File: src/rtl/core/lprd_pkg.sv
// Shared types, codes and character constants for the length-prefixed record decoder.
// Used by the front end, the item queue, the back end and the top level.
package lprd_pkg;

  // Width of an accumulated field length; larger lengths are an overflow.
  localparam int unsigned LenWidth  = 16;
  localparam int unsigned PrefixLen = 6;

  localparam logic [7:0] CharColon = 8'h3A;
  localparam logic [7:0] CharComma = 8'h2C;
  localparam logic [7:0] CharZero  = 8'h30;
  localparam logic [7:0] CharNine  = 8'h39;

  typedef enum logic [3:0] {
    PH_PREFIX  = 4'b0001,
    PH_LENGTH  = 4'b0010,
    PH_PAYLOAD = 4'b0100,
    PH_COMMA   = 4'b1000
  } phase_e;

  typedef enum logic [1:0] {
    DS_NONE  = 2'd0,
    DS_ZERO  = 2'd1,
    DS_OTHER = 2'd2
  } digit_e;

  typedef enum logic [1:0] {
    ST_OK        = 2'd0,
    ST_PREFIX    = 2'd1,
    ST_MALFORMED = 2'd2,
    ST_OVERFLOW  = 2'd3
  } status_e;

  typedef enum logic [1:0] {
    KIND_BYTE   = 2'd0,
    KIND_EMPTY  = 2'd1,
    KIND_STATUS = 2'd2
  } kind_e;

  // One classified input item as it travels from the front end to the back end.
  typedef struct packed {
    logic       is_end;
    logic [7:0] data;
    logic       is_zero;
    logic       is_digit;
    logic       is_colon;
    logic       is_comma;
    logic [3:0] digit;
  } item_t;

  // Expected record prefix, one character per position.
  function automatic logic [7:0] prefix_char(logic [2:0] pos);
    logic [7:0] ch;
    unique case (pos)
      3'd0:    ch = 8'h4B;
      3'd1:    ch = 8'h4D;
      3'd2:    ch = 8'h4F;
      3'd3:    ch = 8'h44;
      3'd4:    ch = 8'h31;
      3'd5:    ch = 8'h3B;
      default: ch = 8'h00;
    endcase
    return ch;
  endfunction

endpackage

File: src/rtl/core/length_prefixed_record_decoder.sv
// Top level of the length-prefixed record decoder.
// Instantiates lprd_front, lprd_queue and lprd_back; depends on lprd_pkg.

// The decoder takes one record byte, or the end item, per transfer and
// sustains one transfer per clock when the output side keeps up. A byte goes
// through the two-entry queue and is handled by the back-end state machine
// when the result register is free or draining, and any result it causes
// is then held in the output register. Payload bytes leave as they arrive
// with arg_last on the final byte of each argument, an empty argument gives
// one marker, and the end item gives the record status. Bytes already sent
// are not recalled, so a user must drop the argument bytes of a record whose status is not ok.
module length_prefixed_record_decoder (
  input  logic       clk_i,
  input  logic       rst_ni,
  input  logic       in_valid_i,
  output logic       in_ready_o,
  input  logic [7:0] in_byte_i,
  input  logic       in_end_i,
  output logic       out_valid_o,
  input  logic       out_ready_i,
  output logic [1:0] out_kind_o,
  output logic [7:0] out_byte_o,
  output logic       arg_last_o,
  output logic [1:0] status_o
);
  import lprd_pkg::*;

  logic  q_full;
  logic  q_push;
  item_t q_item;
  logic  q_pop;
  logic  head_valid;
  item_t head_item;

  // Handshake and classification.
  lprd_front u_front (
    .in_valid_i (in_valid_i),
    .in_ready_o (in_ready_o),
    .in_byte_i  (in_byte_i),
    .in_end_i   (in_end_i),
    .q_full_i   (q_full),
    .q_push_o   (q_push),
    .q_item_o   (q_item)
  );

  // Decoupling queue.
  lprd_queue u_queue (
    .clk_i        (clk_i),
    .rst_ni       (rst_ni),
    .push_i       (q_push),
    .push_item_i  (q_item),
    .full_o       (q_full),
    .pop_i        (q_pop),
    .head_valid_o (head_valid),
    .head_item_o  (head_item)
  );

  // Parsing and result register.
  lprd_back u_back (
    .clk_i        (clk_i),
    .rst_ni       (rst_ni),
    .head_valid_i (head_valid),
    .head_item_i  (head_item),
    .pop_o        (q_pop),
    .out_valid_o  (out_valid_o),
    .out_ready_i  (out_ready_i),
    .out_kind_o   (out_kind_o),
    .out_byte_o   (out_byte_o),
    .arg_last_o   (arg_last_o),
    .status_o     (status_o)
  );

endmodule

File: src/rtl/core/lprd_front.sv
// Front end of the record decoder: input handshake and byte classification.
// Depends on lprd_pkg for the item type and character constants.
module lprd_front (
  input  logic           in_valid_i,
  output logic           in_ready_o,
  input  logic [7:0]     in_byte_i,
  input  logic           in_end_i,
  input  logic           q_full_i,
  output logic           q_push_o,
  output lprd_pkg::item_t q_item_o
);
  import lprd_pkg::*;

  // A transfer is taken whenever the queue has room.
  assign in_ready_o = !q_full_i;
  assign q_push_o   = in_valid_i && !q_full_i;

  // Classify the byte so that the back end only has to look at flags.
  always_comb begin
    q_item_o.is_end   = in_end_i;
    q_item_o.data     = in_byte_i;
    q_item_o.is_zero  = (in_byte_i == 8'h00);
    q_item_o.is_digit = (in_byte_i >= CharZero) && (in_byte_i <= CharNine);
    q_item_o.is_colon = (in_byte_i == CharColon);
    q_item_o.is_comma = (in_byte_i == CharComma);
    q_item_o.digit    = in_byte_i[3:0];
  end

endmodule

File: src/rtl/core/lprd_queue.sv
// Two-entry queue of classified items between the front end and the back end.
// Depends on lprd_pkg for the item type.
module lprd_queue (
  input  logic            clk_i,
  input  logic            rst_ni,
  input  logic            push_i,
  input  lprd_pkg::item_t push_item_i,
  output logic            full_o,
  input  logic            pop_i,
  output logic            head_valid_o,
  output lprd_pkg::item_t head_item_o
);
  import lprd_pkg::*;

  item_t      mem_q [2];
  logic       wr_ptr_q, wr_ptr_d;
  logic       rd_ptr_q, rd_ptr_d;
  logic [1:0] count_q, count_d;

  assign full_o       = (count_q == 2'd2);
  assign head_valid_o = (count_q != 2'd0);
  assign head_item_o  = mem_q[rd_ptr_q];

  // Pointer and occupancy update.
  always_comb begin
    wr_ptr_d = push_i ? !wr_ptr_q : wr_ptr_q;
    rd_ptr_d = pop_i ? !rd_ptr_q : rd_ptr_q;
    count_d  = count_q;
    if (push_i && !pop_i) begin
      count_d = count_q + 2'd1;
    end else if (pop_i && !push_i) begin
      count_d = count_q - 2'd1;
    end
  end

  always_ff @(posedge clk_i or negedge rst_ni) begin
    if (!rst_ni) begin
      wr_ptr_q <= 1'b0;
      rd_ptr_q <= 1'b0;
      count_q  <= 2'd0;
    end else begin
      wr_ptr_q <= wr_ptr_d;
      rd_ptr_q <= rd_ptr_d;
      count_q  <= count_d;
    end
  end

  // Storage needs no reset.
  always_ff @(posedge clk_i) begin
    if (push_i) begin
      mem_q[wr_ptr_q] <= push_item_i;
    end
  end

endmodule

File: src/rtl/core/lprd_back.sv
// Back end of the record decoder: prefix check, length parsing, payload
// forwarding and the registered result stage. Depends on lprd_pkg.
module lprd_back (
  input  logic            clk_i,
  input  logic            rst_ni,
  input  logic            head_valid_i,
  input  lprd_pkg::item_t head_item_i,
  output logic            pop_o,
  output logic            out_valid_o,
  input  logic            out_ready_i,
  output logic [1:0]      out_kind_o,
  output logic [7:0]      out_byte_o,
  output logic            arg_last_o,
  output logic [1:0]      status_o
);
  import lprd_pkg::*;

  phase_e                phase_q, phase_d;
  logic [2:0]            prefix_pos_q, prefix_pos_d;
  logic [LenWidth-1:0]   count_q, count_d;
  digit_e                ds_q, ds_d;
  status_e               pend_q, pend_d;
  status_e               rec_err_q, rec_err_d;

  logic                  emit;
  kind_e                 emit_kind;
  logic [7:0]            emit_byte;
  logic                  emit_last;
  status_e               emit_status;

  logic [LenWidth+3:0]   prod;
  logic                  ovf;

  logic                  out_valid_q;
  kind_e                 out_kind_q;
  logic [7:0]            out_byte_q;
  logic                  arg_last_q;
  status_e               status_q;

  // An item is processed whenever the result register is free or being drained.
  assign pop_o = head_valid_i && (!out_valid_q || out_ready_i);

  // Length accumulation: count * 10 + digit, overflowing past the length width.
  assign prod = {1'b0, count_q, 3'b000} + {3'b000, count_q, 1'b0} +
                {{LenWidth{1'b0}}, head_item_i.digit};
  assign ovf  = |prod[LenWidth+3:LenWidth];

  // Record state machine, one item per transfer.
  always_comb begin
    phase_d      = phase_q;
    prefix_pos_d = prefix_pos_q;
    count_d      = count_q;
    ds_d         = ds_q;
    pend_d       = pend_q;
    rec_err_d    = rec_err_q;
    emit         = 1'b0;
    emit_kind    = KIND_BYTE;
    emit_byte    = 8'h00;
    emit_last    = 1'b0;
    emit_status  = ST_OK;

    if (pop_o) begin
      priority if (head_item_i.is_end) begin
        // End of record: report status and return to the reset state.
        emit        = 1'b1;
        emit_kind   = KIND_STATUS;
        emit_status = rec_err_q;
        if (rec_err_q == ST_OK) begin
          if (phase_q == PH_PREFIX) begin
            emit_status = ST_PREFIX;
          end else if (phase_q == PH_LENGTH) begin
            emit_status = (ds_q == DS_NONE && pend_q == ST_OK) ? ST_OK : ST_MALFORMED;
          end else begin
            emit_status = ST_MALFORMED;
          end
        end
        phase_d      = PH_PREFIX;
        prefix_pos_d = 3'd0;
        count_d      = '0;
        ds_d         = DS_NONE;
        pend_d       = ST_OK;
        rec_err_d    = ST_OK;
      end else if (rec_err_q != ST_OK) begin
        // The first error stands; bytes are ignored until the end item.
        emit = 1'b0;
      end else if (phase_q == PH_PREFIX) begin
        if (head_item_i.data != prefix_char(prefix_pos_q)) begin
          rec_err_d = ST_PREFIX;
        end else begin
          prefix_pos_d = prefix_pos_q + 3'd1;
          if (prefix_pos_q == 3'(PrefixLen - 1)) begin
            phase_d = PH_LENGTH;
            count_d = '0;
            ds_d    = DS_NONE;
            pend_d  = ST_OK;
          end
        end
      end else if (head_item_i.is_zero) begin
        rec_err_d = ST_MALFORMED;
      end else begin
        unique case (phase_q)
          PH_LENGTH: begin
            if (head_item_i.is_colon) begin
              // The colon settles any fault found in the length.
              if (ds_q == DS_NONE) begin
                rec_err_d = ST_MALFORMED;
              end else if (pend_q != ST_OK) begin
                rec_err_d = pend_q;
              end else if (count_q == '0) begin
                phase_d   = PH_COMMA;
                emit      = 1'b1;
                emit_kind = KIND_EMPTY;
              end else begin
                phase_d = PH_PAYLOAD;
              end
            end else if (ds_q == DS_ZERO || !head_item_i.is_digit) begin
              // Leading zero followed by anything, or a non-digit.
              if (pend_q == ST_OK) begin
                pend_d = ST_MALFORMED;
              end
              ds_d = DS_OTHER;
            end else if (ds_q == DS_NONE && head_item_i.digit == 4'd0) begin
              ds_d    = DS_ZERO;
              count_d = '0;
            end else begin
              ds_d = DS_OTHER;
              if (pend_q == ST_OK) begin
                if (ovf) begin
                  pend_d = ST_OVERFLOW;
                end else begin
                  count_d = prod[LenWidth-1:0];
                end
              end
            end
          end
          PH_PAYLOAD: begin
            // Forward the byte and mark the last one of the argument.
            count_d   = count_q - {{(LenWidth-1){1'b0}}, 1'b1};
            emit      = 1'b1;
            emit_kind = KIND_BYTE;
            emit_byte = head_item_i.data;
            if (count_q == {{(LenWidth-1){1'b0}}, 1'b1}) begin
              emit_last = 1'b1;
              phase_d   = PH_COMMA;
            end
          end
          PH_COMMA: begin
            if (head_item_i.is_comma) begin
              phase_d = PH_LENGTH;
              count_d = '0;
              ds_d    = DS_NONE;
              pend_d  = ST_OK;
            end else begin
              rec_err_d = ST_MALFORMED;
            end
          end
          default: begin
            rec_err_d = ST_MALFORMED;
          end
        endcase
      end
    end
  end

  always_ff @(posedge clk_i or negedge rst_ni) begin
    if (!rst_ni) begin
      phase_q      <= PH_PREFIX;
      prefix_pos_q <= 3'd0;
      count_q      <= '0;
      ds_q         <= DS_NONE;
      pend_q       <= ST_OK;
      rec_err_q    <= ST_OK;
    end else begin
      phase_q      <= phase_d;
      prefix_pos_q <= prefix_pos_d;
      count_q      <= count_d;
      ds_q         <= ds_d;
      pend_q       <= pend_d;
      rec_err_q    <= rec_err_d;
    end
  end

  // Result register: filled on an emitted result, emptied by a transfer.
  always_ff @(posedge clk_i or negedge rst_ni) begin
    if (!rst_ni) begin
      out_valid_q <= 1'b0;
    end else if (emit) begin
      out_valid_q <= 1'b1;
    end else if (out_ready_i) begin
      out_valid_q <= 1'b0;
    end
  end

  always_ff @(posedge clk_i) begin
    if (emit) begin
      out_kind_q <= emit_kind;
      out_byte_q <= emit_byte;
      arg_last_q <= emit_last;
      status_q   <= emit_status;
    end
  end

  assign out_valid_o = out_valid_q;
  assign out_kind_o  = out_kind_q;
  assign out_byte_o  = out_byte_q;
  assign arg_last_o  = arg_last_q;
  assign status_o    = status_q;

endmodule
File: config.mk
export PLATFORM = sky130hd
export DESIGN_NAME = length_prefixed_record_decoder
export DESIGN_NICKNAME = d
export VERILOG_FILES = /design/src/rtl/core/lprd_pkg.sv /design/src/rtl/core/length_prefixed_record_decoder.sv /design/src/rtl/core/lprd_front.sv /design/src/rtl/core/lprd_queue.sv /design/src/rtl/core/lprd_back.sv
export SDC_FILE = /design/constraint.sdc
export NUM_CORES = 1
export LEC_CHECK = 0
export ABC_AREA = 0
export BUFFER_PORTS_ARGS = -buffer_cell sky130_fd_sc_hd__buf_2
export CORE_MARGIN = 2
export CORE_UTILIZATION = 45
export DETAILED_ROUTE_END_ITERATION = 16
export SLEW_MARGIN = 20
export SYNTH_ARGS = -nofsm -noshare
export SYNTH_HDL_FRONTEND = slang
export SYNTH_SLANG_ARGS = --single-unit
File: constraint.sdc
create_clock -name clk_i -period 5.53 [get_ports clk_i]
set_input_delay 0.553 -clock clk_i [delete_from_list [all_inputs] [get_ports clk_i]]
set_output_delay 0.553 -clock clk_i [all_outputs]
set_load 0.05 [all_outputs]
==> key figures, run 1 <==
Layout
  • Share of cells above drive strength 1: 0.1214
  • Final Util: 0.5060
  • Ant diodes: 0
  • Area growth syn-to-layout: 9.299%
  • Finished Layout Cells: 700
  • Fin nets: 609

Detailed routing
  • 1st-iter DRT viols: 348
  • Number of remaining DRC errors: 0
  • Initial DRT Pass Iterations: 5
  • DRT antenna net count: 0
  • Vias per inst: 6.063
  • WL/cell: 18.06 um
  • Vias: 4244
  • Final WL: 12.65 mm

Timing
  • Final min period: 4.330 ns
  • Max-slew violation count: 0
  • RSZ-0062 raised after global routing: no
  • Final hold vios: 0
  • Maximum clock rate: 230.9 MHz
  • Setup_tns: 0 ns
  • Worst slew pin tran: 1.051 ns
  • Worst Skew: 0.007964 ns
  • Count of final setup violators: 0
  • Period utilization: 0.7830
  • Slew margin rel.: 0.2896

Clock tree
  • TritonCTS clock tree: done
  • Resized Gates After CTS: 0
  • Longest Clk Path Bufs: 2
  • H-tree depth: 3
  • CTS Root Cell: clkbuf_8
  • Sink Count: 73
  • Worst-path clk slew: 0.09 ns
  • Hold-fix buffers, CTS: 0
  • Num CTS Buffers: 9
  • Worst skew pair latency: 0.35 ns
  • Postcts setup bufs: 0

Placement
  • Detailed Place HPWL: 9.298 mm
  • # port buffers: 27
  • RePlAce Congestion: 0.9632
  • Placed instance count: 684

Worst setup path
  • WS Path Type: flip-flop to flip-flop
  • CP endpoint kind: flip-flop
  • Startpoint types: flip-flop
  • FF-to-FF End: u_back.count_q[4]$_DFFE_PN0P_
  • Arr. time, crit path: 4.57 ns
  • Reg2Reg Setup Slack: 1.20 ns
  • FF-to-FF path depth: 15
  • Crit Reg-Reg Startpoint: u_queue.rd_ptr_q$_DFFE_PN0P_
  • CP required: 5.77 ns
  • Critical Path Fanout Max: 16

Power and ir drop
  • Cell internal pwr: 1.594 mW
  • Leakage Power: 2.324 nW
  • Final Power: 3.092 mW
  • Sequential Power Share: 0.297
  • Clock power share: 0.144
  • Sw frac: 0.4843
  • Combinational fraction of design power: 0.560
  • Cell Pwr Density: 563.6 nW/um^2
  • Net Sw Power: 1.497 mW
  • VDD IR max: 0.2928 mV

Global route
  • Largest net degree at the start of global routing: 35
  • Initial antenna violation count: 0
  • Vias in the first global route: 3988
  • Total gr overflow: 0
  • Overall Global Routing Usage: 0.2222
  • First-pass GRT wire length: 20.63 mm

Outcome
  • Outcome: complete, no violations

Synthesis
  • Synth cell types: 73
  • Number of flops mapped to enable cells by yosys: 39
  • Synth top area share: 0.2334
  • Top cell type by total area after synthesis: edfxtp_1
  • Syn_nets: 580
  • Mapped cell area: 5019 sq um
  • Main area contributors after synthesis: edfxtp_1, dfrtp_1, ha_1, nor2_1, a21oi_1
  • Synthesized area per cell: 9.541 sq um
  • Seq/Total Area, Yosys: 0.4031
  • Synth Flop Type: edfxtp_1
  • Async SR Flop Fraction: 0.4658
  • Synth warn: 0
  • Post-Synthesis Cells: 526
  • Flops & latches, synth: 73

Floorplanning
  • Die Y: 109.6 um
  • Die area: 12010 sq um
  • Initial Utilization: 0.4630
  • Core box area: 10840 sq um
  • Die width: 109.6 um
  • Row count: 38
  • Num ports: 28

Min path
  • HP Class: input pin to asynchronous set/reset pin

Job
  • Max-cap violations: 0
worst max-delay path by stage:
stage | start | end | slack (ns) | cells past startpoint
after floorplan | u_queue.rd_ptr_q$_DFFE_PN0P_ | u_back.count_q[4]$_DFFE_PN0P_ | 1.87 | 13
after global placement | u_queue.rd_ptr_q$_DFFE_PN0P_ | u_back.count_q[4]$_DFFE_PN0P_ | 1.36 | 15
after detailed placement | u_queue.rd_ptr_q$_DFFE_PN0P_ | u_back.count_q[4]$_DFFE_PN0P_ | 1.23 | 16
after CTS | u_queue.rd_ptr_q$_DFFE_PN0P_ | u_back.count_q[4]$_DFFE_PN0P_ | 1.23 | 16
after global routing | u_queue.rd_ptr_q$_DFFE_PN0P_ | u_back.count_q[4]$_DFFE_PN0P_ | 0.93 | 15
final | u_queue.rd_ptr_q$_DFFE_PN0P_ | u_back.count_q[4]$_DFFE_PN0P_ | 1.20 | 15
worst max-delay path, stage by stage (launching register included):
cell and delay [ns]:
dfrtp_1 0.42, mux2i_1 0.42, inv_1 0.09, ha_1 0.30
ha_1 0.18, inv_1 0.06, fa_1 0.39, nor2b_1 0.16
o211ai_1 0.18, a211oi_1 0.34, nor3_1 0.09, o22a_1 0.24
a31oi_1 0.16, buf_4 0.24, or2_1 0.59, mux2_4 0.35
layout make-up:
class | count | area (sq um)
repair buffers | 31 | 165.2
fillers | 1016 | 5355
well taps | 140 | 175.2
flip-flops and latches | 73 | 2023
clock inverters | 7 | 83.83
inverters | 23 | 86.33
clock buffers | 9 | 123.9
multi-input cells | 417 | 2828
kinds of logic after synthesis:
group / count (synthesis) / synth area share
AOI/OAI and AO/OA: 149 / 0.1947
adders and majority gates: 41 / 0.1052
DFF: 73 / 0.4031
and+or+nand+nor: 187 / 0.1850
muxes: 21 / 0.04487
buffers and inverters: 36 / 0.03391
xor gates and xnor gates: 19 / 0.03316
cells in the mapped netlist (3+ instances only):
master	count
nor4_1	6
or2_1	3
nor3_1	23
nand3_1	18
buf_6	4
a21o_1	4
xor2_1	6
o21ai_0	19
o31ai_1	14
ha_1	39
a22oi_1	3
a211oi_1	3
a31oi_1	8
buf_2	4
nor2_1	52
mux2i_1	14
nor2b_1	7
clkbuf_1	5
nand2b_1	8
inv_1	22
mux2_2	5
edfxtp_1	39
dfrtp_1	33
nand4_1	5
o22ai_1	6
o22a_1	3
o21ai_1	15
and3_1	12
nand2_1	38
xnor2_1	13
o21a_1	9
a21oi_1	38
state kept, by name (all words and copies together), names as in the netlist, 2 cells and up:
register,cells
u_queue.mem_q,26
u_back.count_q,16
u_back.out_byte_o,8
u_back.phase_q,4
u_back.prefix_pos_q,3
u_back.ds_q,2
u_back.out_kind_o,2
u_back.pend_q,2
u_back.rec_err_q,2
u_back.status_o,2
u_queue.count_q,2
power groups by stage:
stage / sequential [mW] / combinational (mW) / clock (mW)
after detailed placement: 0.926 / 1.70 / 0
final: 0.917 / 1.73 / 0.444
after global routing: 0.941 / 1.91 / 0.482
after global placement: 0.921 / 1.70 / 0
after CTS: 0.916 / 1.72 / 0.453
after floorplan: 1.03 / 1.21 / 0
cell usage in the layout (no fill, tap or decap), drive strengths merged, types with 3 or more instances in the layout:
master,count
a211oi,3
nor4b,3
a21o,4
a21oi,39
and2,3
ha,39
clkbuf,9
mux2,6
xnor2,13
o22a,3
nor2,52
buf,31
nand4,5
and3,12
edfxtp,39
dfrtp,33
nand3,18
or2,4
o22ai,7
nor4,7
a31oi,8
inv,28
nor3,23
xor2,6
nor2b,7
nand2,38
a22oi,3
nand2b,8
o31ai,14
o21a,9
mux2i,15
o21ai,34
metrics by stage:
stage / cell area, sq um / hold WS [ns] / worst slack (ns)
2_1_floorplan: 5019 / 0.2574 / 1.866
6_report: 5485 / 0.3031 / 1.200
5_1_grt: 5485 / 0.3528 / 0.9310
3_3_place_gp: 5275 / 0.4806 / 1.362
3_5_place_dp: 5275 / 0.4868 / 1.233
4_1_cts: 5483 / 0.3286 / 1.230
per-layer routing:
| metal | routed length (um) | vias up | GRT usage |
|---|---|---|---|
| met3 | 735 | 2 | 0.04327 |
| met5 | 0 | - | 0 |
| met1 | 6164 | 2050 | 0.3412 |
| li1 | - | 2045 | - |
| met2 | 5714 | 147 | 0.3280 |
| met4 | 30 | 0 | 0.03707 |
(Power assumes the default switching activity.)
==> inputs of run 2 (changes only) <==
==> constraint.sdc (replaced) <==
create_clock -name clk_i -period 4.3 [get_ports clk_i]
set_input_delay 0.43 -clock clk_i [delete_from_list [all_inputs] [get_ports clk_i]]
set_output_delay 0.43 -clock clk_i [all_outputs]
set_load 0.05 [all_outputs]
==> key figures, run 2 (same netlist as run 1, synthesis figures left out) <==
Worst setup path
  • CP endpoint kind: flip-flop (unchanged)
  • CP required: 4.52 ns (was 5.77 ns)
  • Crit path largest cell delay: 0.41 ns (was 0.59 ns)
  • Arr. time, crit path: 4.03 ns (was 4.57 ns)
  • CP delay by family, top: compound AO/OA/AOI/OAI gates (unchanged)
  • Startpoint types: flip-flop (unchanged)
  • WS Path Type: flip-flop to flip-flop (unchanged)
  • Slowest cell on crit path: dfrtp_1 (was or2_1)
  • Critical Path Fanout Max: 14 (was 16)
  • Worst path bufs/invs: 4 (was 3)
  • Critical path, cell by cell: buf_4 -> mux2i_1 -> inv_2 -> ha_1 -> ha_1 -> inv_1 -> fa_1 -> nor2b_1 -> o211ai_1 -> a211oi_1 -> o221a_2 -> o22a_1 -> a31oi_1 -> or2_1 -> buf_4 -> o22ai_2 (was mux2i_1 -> inv_1 -> ha_1 -> ha_1 -> inv_1 -> fa_1 -> nor2b_1 -> o211ai_1 -> a211oi_1 -> nor3_1 -> o22a_1 -> a31oi_1 -> buf_4 -> or2_1 -> mux2_4)

Clock tree
  • Longest Clk Path Bufs: 2 (unchanged)
  • TritonCTS clock tree: done (unchanged)
  • Postcts setup bufs: 0 (unchanged)
  • Num CTS Buffers: 9 (unchanged)
  • Resized Gates After CTS: 0 (unchanged)
  • H-tree depth: 3 (unchanged)
  • Worst-path clk slew: 0.09 ns (about the same)
  • Worst skew pair latency: 0.35 ns (about the same)
  • CTS Root Cell: clkbuf_8 (unchanged)
  • Hold-fix buffers, CTS: 0 (unchanged)
  • Sink Count: 73 (unchanged)

Timing
  • Final hold vios: 0 (unchanged)
  • Maximum clock rate: 262.6 MHz (was 230.9 MHz)
  • Worst slew pin tran: 0.8154 ns (was 1.051 ns)
  • RSZ-0062 raised after global routing: no (unchanged)
  • Max-slew violation count: 0 (unchanged)
  • Setup_tns: 0 ns (unchanged)
  • Slew margin rel.: 0.4564 (was 0.2896)
  • Final min period: 3.808 ns (was 4.330 ns)
  • Count of final setup violators: 0 (unchanged)
  • Worst Skew: 0.01164 ns (was 0.007964 ns)
  • Period utilization: 0.8855 (was 0.7830)
  • Final worst slack: 0.4921 ns (was 1.200 ns)

Global route
  • Total gr overflow: 0 (unchanged)
  • Overall Global Routing Usage: 0.2317 (was 0.2222)
  • Vias in the first global route: 4124 (was 3988)
  • Largest net degree at the start of global routing: 35 (unchanged)
  • Initial antenna violation count: 0 (unchanged)
  • First-pass GRT wire length: 21.51 mm (was 20.63 mm)

Detailed routing
  • Initial DRT Pass Iterations: 5 (unchanged)
  • DRT antenna net count: 0 (unchanged)
  • Vias: 4289 (was 4244)
  • Number of remaining DRC errors: 0 (unchanged)
  • Top sig layer: met4 (unchanged)
  • Final WL: 13.15 mm (was 12.65 mm)
  • DRT met1 WL: 6.450 mm (was 6.164 mm)
  • Met2 wire length: 5.818 mm (was 5.714 mm)
  • 1st-iter DRT viols: 352 (was 348)
  • DR WL met3: 777 um (was 735 um)
  • WL/cell: 18.63 um (was 18.06 um)
  • Vias per inst: 6.075 (was 6.063)

Placement
  • Detailed Place HPWL: 9.975 mm (was 9.298 mm)
  • Placed instance count: 690 (was 684)
  • RePlAce Congestion: 0.9035 (was 0.9632)
  • # port buffers: 27 (unchanged)
  • Post-Place Setup Slack: 0.5050 ns (was 1.233 ns)

Layout
  • Share of cells above drive strength 1: 0.1307 (was 0.1214)
  • Ant diodes: 0 (unchanged)
  • Most common cell after layout, fill and taps aside: nor2_1 (unchanged)
  • Fin nets: 615 (was 609)
  • Most frequent cells in the layout: nor2_1, ha_1, edfxtp_1, nand2_1, a21oi_1 (unchanged)
  • Finished Layout Cells: 706 (was 700)
  • Top reg by flops: u_queue.mem_q (unchanged)
  • Fillcell total: 1032 (was 1016)
  • Area growth syn-to-layout: 10.52% (was 9.299%)
  • Largest register FFs: 26 (unchanged)

Power and ir drop
  • Leakage Power: 2.364 nW (was 2.324 nW)
  • VDD IR max: 0.4676 mV (was 0.2928 mV)
  • Cell Pwr Density: 737.6 nW/um^2 (was 563.6 nW/um^2)

Floorplanning
  • Die width: 109.6 um (unchanged)
  • Initial Utilization: 0.4630 (unchanged)
  • Num ports: 28 (unchanged)
  • Row count: 38 (unchanged)
  • Die area: 12010 sq um (unchanged)
  • Core box area: 10840 sq um (unchanged)
  • Die Y: 109.6 um (unchanged)

Min path
  • HP Class: input pin to asynchronous set/reset pin (unchanged)

Job
  • Max-cap violations: 0 (unchanged)

Outcome
  • Outcome: complete, no violations (unchanged)
## run 2: through the flow
stage / cell area, sq um / utilization / hold slack (ns) / total power, mW
floorplan: 5019 / - / 0.1344 / 2.872
global placement: 5320 / 0.4908 / 0.4814 / 3.437
detailed placement: 5323 / 0.4910 / 0.4800 / 3.472
CTS: 5547 / 0.5117 / 0.1923 / 4.092
global route: 5547 / 0.5117 / 0.2242 / 4.405
finish: 5547 / 0.5117 / 0.1711 / 4.091
## run 2: cell type report
class	instances	area [sq um]	share of cell area
Tap cell	140	175.2	0.03158
Multi-Input combinational cell	417	2828	0.5098
Timing Repair Buffer	37	210.2	0.03790
Clock buffer	9	123.9	0.02233
Sequential cell	73	2023	0.3648
Clock inverter	7	100.1	0.01805
Inverter	23	86.33	0.01557
## run 2: routing by layer
layer	vias up	GRT usage
li1	2047	-
met1	2094	0.3568
met2	140	0.3501
met3	8	0.03082
met4	0	0.04340
met5	-	0
## run 2: path summary, 6_finish.rpt
kind / startpoint / endpoint / slack, ns / cells past startpoint
worst max register to register: u_queue.rd_ptr_q$_DFFE_PN0P_ / u_back.count_q[2]$_DFFE_PN0P_ / 0.49 / 16
worst min register to register: u_queue.count_q[1]$_DFFE_PN0P_ / u_queue.count_q[1]$_DFFE_PN0P_ / 0.50 / 1
worst min-delay path: rst_ni / u_back.count_q[15]$_DFFE_PN0P_ / 0.17 / 1
max in group asynchronous: rst_ni / u_back.count_q[2]$_DFFE_PN0P_ / 3.60 / 1
min in group clk_i: in_end_i / u_queue.mem_q[1][16]$_DFFE_PP_ / 0.27 / 1
worst max-delay path: u_queue.rd_ptr_q$_DFFE_PN0P_ / u_back.count_q[2]$_DFFE_PN0P_ / 0.49 / 16
## run 2: worst reg2reg max path, delay by kind of cell (launching register included)
kind                     cells  cell delay [ns]
AND/OR/NAND/NOR              2             0.39
buffers and inverters        4             0.70
flip-flops                   1             0.41
multiplexers                 1             0.33
adder cells (fa/ha/maj)      3             0.60
AO/OA/AOI/OAI                6             1.24
## run 2: power breakdown
part           total, mW  switching (mW)  internal [mW]
registers           1.18           0.189          0.990
logic               2.30            1.49          0.816
clock network      0.609           0.277          0.332
==> inputs of run 3 (changes only) <==
--- a/config.mk
+++ b/config.mk
@@ -5,7 +5,7 @@
 export SDC_FILE = /design/constraint.sdc
 export NUM_CORES = 1
 export LEC_CHECK = 0
-export ABC_AREA = 0
+export ABC_AREA = 1
 export BUFFER_PORTS_ARGS = -buffer_cell sky130_fd_sc_hd__buf_2
 export CORE_MARGIN = 2
 export CORE_UTILIZATION = 45
==> constraint.sdc (replaced) <==
create_clock -name clk_i -period 4.3 [get_ports clk_i]
set_input_delay 0.215 -clock clk_i [delete_from_list [all_inputs] [get_ports clk_i]]
set_output_delay 0.215 -clock clk_i [all_outputs]
set_load 0.05 [all_outputs]
==> key figures, run 3 <==
Floorplanning
  • Core box area: 11960 sq um (was 10840 sq um)
  • Die area: 13110 sq um (was 12010 sq um)
  • Die Y: 114.5 um (was 109.6 um)
  • Row count: 40 (was 38)
  • Die width: 114.5 um (was 109.6 um)
  • Num ports: 28 (unchanged)
  • Initial Utilization: 0.4595 (was 0.4630)

Layout
  • Largest register FFs: 26 (unchanged)
  • Top reg by flops: u_queue.mem_q (unchanged)
  • Fillcell total: 1181 (was 1032)
  • Most frequent cells in the layout: nand2_1, inv_1, nor2_1, nand3_1 (was nor2_1, ha_1, edfxtp_1, nand2_1, a21oi_1)
  • Ant diodes: 0 (unchanged)
  • Share of cells above drive strength 1: 0.09625 (was 0.1307)
  • Most common cell after layout, fill and taps aside: nand2_1 (was nor2_1)
  • Area growth syn-to-layout: 11.06% (was 10.52%)
  • Fin nets: 849 (was 615)

Worst setup path
  • Slowest cell on crit path: dfrtp_1 (unchanged)
  • Arr. time, crit path: 3.71 ns (was 4.03 ns)
  • CP endpoint kind: flip-flop (unchanged)
  • Crit path largest cell delay: 0.61 ns (was 0.41 ns)
  • Critical path, cell by cell: inv_8 -> nand2_4 -> nand2_4 -> fa_1 -> fa_1 -> inv_1 -> nand2_1 -> nand2_1 -> nand3_1 -> nand2_1 -> nand2_1 -> nand3_1 -> nand2_1 -> nor2_1 -> nand2_1 -> nand2_2 -> nand2_4 -> nand2_1 -> nand2_1 (was buf_4 -> mux2i_1 -> inv_2 -> ha_1 -> ha_1 -> inv_1 -> fa_1 -> nor2b_1 -> o211ai_1 -> a211oi_1 -> o221a_2 -> o22a_1 -> a31oi_1 -> or2_1 -> buf_4 -> o22ai_2)
  • Most used cell along the critical path: nand2_1
  • CP delay by family, top: simple AND/OR/NAND/NOR gates (was compound AO/OA/AOI/OAI gates)
  • Worst path bufs/invs: 2 (was 4)
  • CP required: 4.53 ns (was 4.52 ns)
  • Critical Path Fanout Max: 17 (was 14)
  • WS Path Type: flip-flop to flip-flop (unchanged)
  • Startpoint types: flip-flop (unchanged)

Global route
  • Total gr overflow: 0 (unchanged)
  • Largest net degree at the start of global routing: 35 (unchanged)
  • Vias in the first global route: 4986 (was 4124)
  • Met1 usage: 0.2660 (was 0.3568)
  • First-pass GRT wire length: 23.43 mm (was 21.51 mm)
  • Overall Global Routing Usage: 0.2269 (was 0.2317)
  • GRT busiest layer: met2 (was met1)
  • Initial antenna violation count: 0 (unchanged)
  • Grt met2 use: 0.4091 (was 0.3501)
  • Met3 Track Usage GR: 0.02753 (was 0.03082)

Placement
  • Detailed Place HPWL: 10.93 mm (was 9.975 mm)
  • # port buffers: 27 (unchanged)
  • RePlAce Congestion: 0.8730 (was 0.9035)
  • Post-Place Setup Slack: 0.8235 ns (was 0.5050 ns)

Outcome
  • Outcome: complete, no violations (unchanged)

Clock tree
  • Longest Clk Path Bufs: 2 (unchanged)
  • Worst skew pair latency: 0.34 ns (was 0.35 ns)
  • Sink Count: 73 (unchanged)
  • Num CTS Buffers: 9 (unchanged)
  • Worst-path clk slew: 0.06 ns (was 0.09 ns)
  • Postcts setup bufs: 0 (unchanged)
  • H-tree depth: 3 (unchanged)
  • CTS Root Cell: clkbuf_16 (was clkbuf_8)
  • TritonCTS clock tree: done (unchanged)

Detailed routing
  • Vias per inst: 5.242 (was 6.075)
  • 1st-iter DRT viols: 305 (was 352)
  • Number of remaining DRC errors: 0 (unchanged)
  • Initial DRT Pass Iterations: 5 (unchanged)
  • Final WL: 13.77 mm (was 13.15 mm)
  • Vias: 4964 (was 4289)
  • WL/cell: 14.54 um (was 18.63 um)
  • DRT antenna net count: 0 (unchanged)

Synthesis
  • Syn_nets: 816 (was 580)
  • Seq/Total Area, Yosys: 0.3681 (was 0.4031)
  • Mapped cell area: 5497 sq um (was 5019 sq um)
  • Multiplexer share of the synthesized area: 0.001821 (was 0.04488)
  • Async SR Flop Fraction: 0.4658 (unchanged)
  • Largest family of logic cells by synthesized area: simple AND/OR/NAND/NOR gates (was compound AO/OA/AOI/OAI gates)
  • Top cell type by total area after synthesis: edfxtp_1 (unchanged)
  • Synthesized area per cell: 7.213 sq um (was 9.541 sq um)
  • Synth warn: 0 (unchanged)
  • Most frequent cells after synthesis: nand2_1, inv_1, nor2_1, nand3_1 (was nor2_1, edfxtp_1, ha_1, a21oi_1, nand2_1)
  • Synth cell types: 46 (was 73)
  • Synth top area share: 0.2131 (was 0.2334)
  • Post-Synthesis Cells: 762 (was 526)
  • Most common cell in the netlist: nand2_1 (was nor2_1)
  • Synth Flop Type: edfxtp_1 (unchanged)
  • Main area contributors after synthesis: edfxtp_1, nand2_1, dfrtp_1, ha_1, inv_1 (was edfxtp_1, dfrtp_1, ha_1, nor2_1, a21oi_1)
  • Number of flops mapped to enable cells by yosys: 39 (unchanged)
  • Post-synthesis adder-cell area fraction: 0.09606 (was 0.1052)
  • Synth Area in Simple Gates: 0.3531 (was 0.1850)
  • Post-synthesis compound-gate area fraction: 0.07671 (was 0.1947)
  • Flops & latches, synth: 73 (unchanged)
  • Xor and xnor area share after synthesis: 0.01753 (was 0.03316)

Power and ir drop
  • Clock power share: 0.183 (was 0.149)
  • Cell Pwr Density: 779.8 nW/um^2 (was 737.6 nW/um^2)
  • Leakage Power: 3.247 nW (was 2.364 nW)
  • Cell internal pwr: 2.404 mW (was 2.138 mW)
  • Net Sw Power: 2.356 mW (was 1.953 mW)
  • VDD IR max: 0.4243 mV (was 0.4676 mV)
  • Sw frac: 0.4949 (was 0.4775)
  • Sequential Power Share: 0.254 (was 0.288)
  • Combinational fraction of design power: 0.563 (about the same)

Timing
  • Setup_tns: 0 ns (unchanged)
  • Maximum clock rate: 286.8 MHz (was 262.6 MHz)
  • Final min period: 3.486 ns (was 3.808 ns)
  • Count of final setup violators: 0 (unchanged)
  • Period utilization: 0.8108 (was 0.8855)
  • Max-slew violation count: 0 (unchanged)
  • Final hold vios: 0 (unchanged)
  • Worst Skew: 0.007574 ns (was 0.01164 ns)
  • Worst slew pin tran: 0.8230 ns (was 0.8154 ns)
  • Slew margin rel.: 0.4513 (was 0.4564)
  • RSZ-0062 raised after global routing: no (unchanged)
  • Final worst slack: 0.8137 ns (was 0.4921 ns)

Min path
  • HP Class: input pin to flip-flop (was input pin to asynchronous set/reset pin)

Job
  • Max-cap violations: 0 (unchanged)
==> run 3: cells by family after synthesis <==
kind of cell               after synthesis
adders and majority gates               41
buffers and inverters                  112
and+or+nand+nor                        452
muxes                                    1
DFF                                     73
xor gates and xnor gates                11
AOI/OAI and AO/OA                       72
==> run 3: final cells by class <==
class,count,area [sq um],share of cell area
multi-input cells,577,3002,0.4917
flip-flops and latches,73,2023,0.3314
well taps,147,183.9,0.03013
clock inverters,6,112.6,0.01845
repair buffers,29,152.6,0.02501
clock buffers,10,229.0,0.03751
inverters,105,401.6,0.06579
==> run 3: repair_timing <==
action,4_1_cts,5_1_grt
hold buffers,1,0
hold endpoints to repair,6,0
resized for setup,0,0
==> run 3: per-layer routing <==
layer	up-vias	wire, um
li1	2545	-
met1	2259	5998
met2	127	6903
met3	33	434
met4	0	430
met5	-	0
==> run 3: worst paths after layout <==
| check | cells past startpoint | slack (ns) | from | end |
|---|---|---|---|---|
| worst max-delay path | 19 | 0.81 | u_queue.rd_ptr_q$_DFFE_PN0P_ | u_back.count_q[1]$_DFFE_PN0P_ |
| min in group asynchronous | 2 | 0.51 | rst_ni | u_back.count_q[14]$_DFFE_PN0P_ |
| max in group asynchronous | 2 | 3.26 | rst_ni | u_back.count_q[7]$_DFFE_PN0P_ |
| worst max register to register | 19 | 0.81 | u_queue.rd_ptr_q$_DFFE_PN0P_ | u_back.count_q[1]$_DFFE_PN0P_ |
| worst min-delay path | 1 | 0.06 | in_end_i | u_queue.mem_q[0][16]$_DFFE_PP_ |
| worst min register to register | 2 | 0.48 | u_back.phase_q[0]$_DFFE_PN1P_ | u_back.phase_q[0]$_DFFE_PN1P_ |
==> run 3: power by group through the flow <==
stage          clock network, mW  registers (mW)  logic (mW)
6_report                   0.870            1.21        2.68
5_1_grt                    0.907            1.24        3.04
4_1_cts                    0.883            1.21        2.68
3_5_place_dp                   0            1.22        2.66
3_3_place_gp                   0            1.21        2.61
2_1_floorplan                  0            1.33        1.97
==> run 3: stage by stage <==
step / hold slack [ns] / util / cell area [sq um] / cells / power, mW
5_1_grt: 0.06035 / 0.5104 / 6105 / 947 / 5.186
2_1_floorplan: -0.08059 / - / 5497 / 762 / 3.296
6_report: 0.06376 / 0.5104 / 6105 / 947 / 4.760
3_3_place_gp: 0.3527 / 0.4805 / 5748 / 930 / 3.826
4_1_cts: 0.05404 / 0.5099 / 6100 / 947 / 4.772
3_5_place_dp: 0.3593 / 0.4805 / 5748 / 930 / 3.885
==> run 3: worst reg2reg max path: cells and delay by family, from the launching register on <==
| family | cells | cell delay (ns) |
|---|---|---|
| AND/OR/NAND/NOR | 15 | 1.61 |
| adder cells (fa/ha/maj) | 2 | 0.98 |
| flip-flops | 1 | 0.61 |
| buffers and inverters | 2 | 0.19 |
